**config.mk**
```make
export PLATFORM = sky130hd
export DESIGN_NAME = scd_csr
export DESIGN_NICKNAME = d
export VERILOG_FILES = /design/src/design/scd_pkg.sv /design/src/design/scd_csr.sv
export SDC_FILE = /design/constraint.sdc
export NUM_CORES = 1
export LEC_CHECK = 0
export ABC_CLOCK_PERIOD_IN_PS = 800
export BUFFER_PORTS_ARGS = -buffer_cell sky130_fd_sc_hd__buf_2
export CAP_MARGIN = 20
export CELL_PAD_IN_SITES_DETAIL_PLACEMENT = 2
export CELL_PAD_IN_SITES_GLOBAL_PLACEMENT = 2
export CORE_ASPECT_RATIO = 2
export CORE_MARGIN = 3
export CORE_UTILIZATION = 12
export DETAILED_ROUTE_END_ITERATION = 10
export PLACE_DENSITY = 0.8
export SYNTH_ARGS = -nofsm -noshare
export SYNTH_HDL_FRONTEND = slang
export SYNTH_SLANG_ARGS = --single-unit
```
**constraint.sdc**
```tcl
create_clock -name clock -period 0.8 [get_ports clock]
set_input_delay 0.04 -clock clock [delete_from_list [all_inputs] [get_ports clock]]
set_output_delay 0.04 -clock clock [all_outputs]
set_load 0.05 [all_outputs]
```
**src/design/scd_pkg.sv**
```systemverilog
// ----------------------------------------------------------------------------
// Snooping cache directory package
// Sizes, address split, command and bus codes, and the control and status
// bundles shared by the directory modules.
// ----------------------------------------------------------------------------
package scd_pkg;

   localparam int NUM_WAYS   = 8;
   localparam int NUM_SETS   = 128;
   localparam int LINE_BYTES = 32;

   localparam int ADDR_W   = 32;
   localparam int CMD_W    = 3;
   localparam int ID_W     = 4;
   localparam int WAYOUT_W = 3;
   localparam int BUS_W    = 2;

   localparam int WAY_W = $clog2(NUM_WAYS);
   localparam int AGE_W = WAY_W;
   localparam int SET_W = $clog2(NUM_SETS);
   localparam int OFF_W = $clog2(LINE_BYTES);
   localparam int TAG_W = ADDR_W - SET_W - OFF_W;

   localparam logic [AGE_W-1:0] AGE_MRU = AGE_W'(NUM_WAYS - 1);

   localparam int CSR_DATA_W  = 32;
   localparam int CSR_IDX_W   = 1;
   localparam int CSR_PADDR_W = CSR_IDX_W + 2;

   localparam logic [ID_W-1:0] OWN_ID_RESET    = '0;
   localparam logic            SNOOP_EN_RESET  = 1'b1;

   typedef enum logic [CMD_W-1:0] {
      CMD_CPU_READ   = 3'd0,
      CMD_CPU_WRITE  = 3'd1,
      CMD_SNOOP_READ = 3'd2,
      CMD_SNOOP_WR   = 3'd3,
      CMD_SNOOP_RDX  = 3'd4
   } cmd_type;

   typedef enum logic [BUS_W-1:0] {
      BUS_NONE      = 2'd0,
      BUS_READ      = 2'd1,
      BUS_WRITE     = 2'd2,
      BUS_RDX_WRITE = 2'd3
   } bus_type;

   typedef enum logic [CSR_IDX_W-1:0] {
      CSR_OWN_ID   = 1'b0,
      CSR_SNOOP_EN = 1'b1
   } csr_reg_type;

   typedef enum logic {
      ST_IDLE,
      ST_CALC
   } state_type;

   typedef logic [NUM_WAYS-1:0][AGE_W-1:0] age_row_type;
   typedef logic [NUM_WAYS-1:0][TAG_W-1:0] tag_row_type;

   typedef struct packed {
      logic [NUM_WAYS-1:0] valid;
      age_row_type         ages;
   } meta_row_type;

   typedef struct packed {
      logic capture;
      logic commit;
   } dp_cmd_type;

   typedef struct packed {
      logic rsp_stall;
   } dp_status_type;

   // Ages of a set that has not been touched since reset.
   function automatic age_row_type reset_ages();
      age_row_type r;
      for (int w = 0; w < NUM_WAYS; w++) begin
         r[w] = AGE_W'(w);
      end
      return r;
   endfunction

endpackage

```
**src/design/scd_csr.sv**
```systemverilog
// ----------------------------------------------------------------------------
// Snooping cache directory register file
// APB-style access to the cache identifier and the snoop enable.
// ----------------------------------------------------------------------------
module scd_csr (
   input  logic                                clock,
   input  logic                                reset,
   input  logic                                csr_psel,
   input  logic                                csr_penable,
   input  logic                                csr_pwrite,
   input  logic [scd_pkg::CSR_PADDR_W-1:0]     csr_paddr,
   input  logic [scd_pkg::CSR_DATA_W-1:0]      csr_pwdata,
   output logic [scd_pkg::CSR_DATA_W-1:0]      csr_prdata,
   output logic                                csr_pready,
   output logic [scd_pkg::ID_W-1:0]            own_cache_id,
   output logic                                snoop_enable
);

   logic [scd_pkg::ID_W-1:0] own_id_ff, own_id_in;
   logic                     snoop_en_ff, snoop_en_in;
   logic                     wr_en;
   scd_pkg::csr_reg_type     reg_idx;

   assign csr_pready = 1'b1;
   assign wr_en      = csr_psel && csr_penable && csr_pwrite;
   assign reg_idx    = scd_pkg::csr_reg_type'(
                          csr_paddr[scd_pkg::CSR_PADDR_W-1 -: scd_pkg::CSR_IDX_W]);

   always_comb begin
      own_id_in   = own_id_ff;
      snoop_en_in = snoop_en_ff;
      if (wr_en) begin
         unique case (reg_idx)
            scd_pkg::CSR_OWN_ID:   own_id_in   = csr_pwdata[scd_pkg::ID_W-1:0];
            scd_pkg::CSR_SNOOP_EN: snoop_en_in = csr_pwdata[0];
            default: ;
         endcase
      end
   end

   always_comb begin
      unique case (reg_idx)
         scd_pkg::CSR_OWN_ID:   csr_prdata = scd_pkg::CSR_DATA_W'(own_id_ff);
         scd_pkg::CSR_SNOOP_EN: csr_prdata = scd_pkg::CSR_DATA_W'(snoop_en_ff);
         default:               csr_prdata = '0;
      endcase
   end

   always_ff @(posedge clock) begin
      if (reset) begin
         own_id_ff   <= scd_pkg::OWN_ID_RESET;
         snoop_en_ff <= scd_pkg::SNOOP_EN_RESET;
      end else begin
         own_id_ff   <= own_id_in;
         snoop_en_ff <= snoop_en_in;
      end
   end

   assign own_cache_id = own_id_ff;
   assign snoop_enable = snoop_en_ff;

endmodule

```
# After elaboration in Yosys (flattened, before gate mapping)
# Index checks and enable logic that the tools add are counted.
[totals]
ff_bits = 5
in_bits = 40
output_inout_bits = 38
word_cells = 8
[op_classes]
mux = 1
n_bitwise = 1
n_reduce_logical = 4
[op_table]
columns = ["operator", "count"]
rows = [
  ["32-bit one-hot mux with 2 select lines", 1],
  ["2-bit AND reduction", 2],
  ["1-bit logical AND", 2],
  ["1-bit inverter", 1],
]

# Logic depth before layout (Yosys ltp)
[logic_depth]
word_depth = 3
mapped_depth = 3
depth_no_buf = 2

# Worst setup path before layout
# No wires, ideal clock.
[synth_timing]
kind = "register to output"
start = "register snoop_en_ff, in the netlist snoop_enable"
end = "output csr_prdata[0] in the netlist's numbering"
arrival_time_ns = 1.049
required_time_ns = 0.760
slack_ns = -0.289
path_stages_with_launch = 2
path_buffers = 0
path_cell_list = "dfxtp_1 -> mux2_2"
[synth_via]
elab_chain_cells = 1
[synth_rtl]
columns = ["element", "line", "rtl"]
rows = [
  ["from (decl)", "scd_csr.sv:20", "logic snoop_en_ff, snoop_en_in;"],
  ["from (signal assigned)", "scd_csr.sv:52", "snoop_en_ff <= scd_pkg::SNOOP_EN_RESET;"],
  ["from (signal assigned)", "scd_csr.sv:55", "snoop_en_ff <= snoop_en_in;"],
  ["32-bit one-hot mux with 2 select lines", "scd_csr.sv:42", "unique case (reg_idx)"],
  ["to (decl)", "scd_csr.sv:13", "output logic [scd_pkg::CSR_DATA_W-1:0] csr_prdata,"],
]
# No other way between the ends. The select of a mux whose other input is x is not followed.

# Worst setup path in the final report
# Ends and elaborated chain as after synthesis.

==> metrics.yaml <==
synthesis:
  synth_flop_cell: "dfxtp_1"
  synth_area_per_cell_um2: 8.50
  synth_most_common_cell: "buf_4"
  yosys-top-cells-count: "29 x buf_4, 8 x nand2b_1, 5 x dfxtp_1, 5 x mux2i_1, 3 x and2b_2"
  yosys-top-cells-area: "buf_4 43%, dfxtp_1 20%, mux2i_1 10%"
  syn-instance-count: 59
  syn_area_um2: 502
  ys_seq_elements: 5
  synth_edf_count: 0
  seq_area_frac_synth: 0.200
  async_reset_ff_frac: 0
  yosys.area.top_type: "buf_4"
  synth.top_cell.area_share: 0.434
  yosys_warnings: 0
  synth_cell_types: 12
die:
  num_rows: 32
  die-area_mm2: 0.00504
  die_w_um: 51.7
  initial_utilization: 0.128
  core_mm2: 0.00392
  die_h_um: 97.4
  pin_count: 78
final_layout:
  final_util: 0.185
  drive_above_1_share: 0.452
  multi_input_comb_area_um2: 285
  ff_latch_area_um2: 119
  diodes: 0
  finish.net_count: 125
  fill_cells: 492
  stdcell_area_um2: 727
  area_delta_synth_final_pct: 44.9
cts:
  cts.sinks: 5
  clkSlewWorstSetupHoldPaths_ns: 0.04
  cts_buffer_depth: 2
  ctsHoldBuffers: 0
  worstSkewPairLatency_ns: 0.22
  cts_buffers: 3
  htreeDepth: 1
  root_buffer: "clkbuf_8"
  cts_tree: "built"
timing:
  min_period_ns: 1.01
  fmax_mhz: 995
  slew_violations: 0
  finClkSkew_ns: 0
  finalSetupViolCount: 9
  hold_viol: 0
  worst_slack_ns: -0.205
  grt_setup_unrepaired: "yes"
  post-route-period-util: 1.26
worst_setup_path:
  cp_data_arrival_time_ns: 0.97
  crit_path_start_kind: "flop"
  worst_r2r_endpoint: "snoop_enable$_SDFFE_PP1P_"
  path_max_fanout: 2
  r2r_setup_slack_ns: 0.08
  crit_path_end_kind: "output port"
  crit_required_ns: 0.76
  r2r_cells: 3
  critPathKind: "reg -> out"
  r2r_start: "snoop_enable$_SDFFE_PP1P_"
place:
  place_congestion: 0.575
  place_area_um2: 581
  io_buffers: 18
detailed_routing:
  drc: 0
  wl_per_cell_um: 9.42
  postRouteAntennaNets: 0
  vias_per_cell: 2.87
  wl_mm: 1.27
  num_vias: 387
  detail_route.first_pass.iterations: 2
  drtIter0Drc: 6
hold_path:
  holdPathStages: 3
  min_from: "csr_pwdata[1]"
  hold_class: "in -> reg"
  min_delay_worst_endpoint: "own_cache_id[1]$_SDFFE_PP0P_"
grt:
  grt_usage: 0.0501
  grtUsageMet3: 0.0230
  grt_max_degree: 11
  met1_usage: 0.0469
  met2_usage: 0.0874
  grt_pass1_wl_mm: 1.82
  antenna_found_initial: 0
  overflow: 0
  grt_pass1_vias: 369
  busiest_layer: "met2"
power:
  vdd_drop_max_uv: 599
  p_leak_nw: 0.356
  pwr_density_cell_mw_per_mm2: 1610
run_status:
  violations: "setup timing"
  status: "finished with violations"
run:
  drv_cap: 0
## cell type report
cell class,count,share of cell area
clock buffers,4,0.0620
multi-input cells,50,0.392
flip-flops and latches,5,0.164
well taps,51,0.0878
repair buffers,25,0.294
## registers in the layout, indices dropped and copies added, names as in the netlist
register      flops
own_cache_id      4
snoop_enable      1
## where the power goes
part,internal (mW),switching [mW],total [mW]
Sequential,0.243,0.00368,0.247
Clock,0.343,0.128,0.470
Combinational,0.0746,0.377,0.452
## worst max-delay path by stage
stage                                       startpoint                            to  cells past startpoint
after detailed placement                  csr_paddr[2]  own_cache_id[3]$_SDFFE_PP0P_                      4
after floorplan           own_cache_id[0]$_SDFFE_PP0P_                 csr_prdata[0]                      1
after CTS                    snoop_enable$_SDFFE_PP1P_                 csr_prdata[0]                      2
after global routing      own_cache_id[0]$_SDFFE_PP0P_                 csr_prdata[0]                      2
after global placement                    csr_paddr[2]                 csr_prdata[0]                      4
final                        snoop_enable$_SDFFE_PP1P_                 csr_prdata[0]                      2
## critical path: stages, from the launching register on
cell,delay (ns)
dfxtp_4,0.34
mux2_4,0.26
buf_6,0.15
## layout by cell type, fill, tap and decap left out, drive strengths merged
cell    count
buf        25
nand4       1
and4b       1
clkbuf      4
conb       29
mux2i       5
dfxtp       5
nor2        2
mux2        1
and2b       3
nand2b      8
## repair_timing
item / 4_1_cts / 5_1_grt
pin swaps: 1 / 0
gates resized for setup: 21 / 4
buffers inserted: 1 / 3
endpoints found under the setup margin: 9 / 7
## metrics by stage
step	cells	setup TNS, ns	power, mW	hold slack, ns	setup WS (ns)
floorplan	86	0	0.737	0.185	0.0101
global placement	128	-0.0726	0.670	0.295	-0.0283
detailed placement	128	-0.144	0.674	0.300	-0.0523
CTS	133	-0.872	1.18	0.0649	-0.217
global route	135	-1.10	1.24	0.0796	-0.227
finish	135	-0.873	1.17	0.0674	-0.205
## layer usage
layer	routed length (um)	vias up
met2	688	37
met1	385	175
met4	0	0
met3	197	0
li1	-	175
met5	0	-
## kinds of logic after synthesis
logic type,share of synthesized area
other,0.0150
multiplexers,0.122
flip-flops,0.200
buffers and inverters,0.464
AND/OR/NAND/NOR,0.200
No activity file was read; power rests on OpenSTA's default activity.
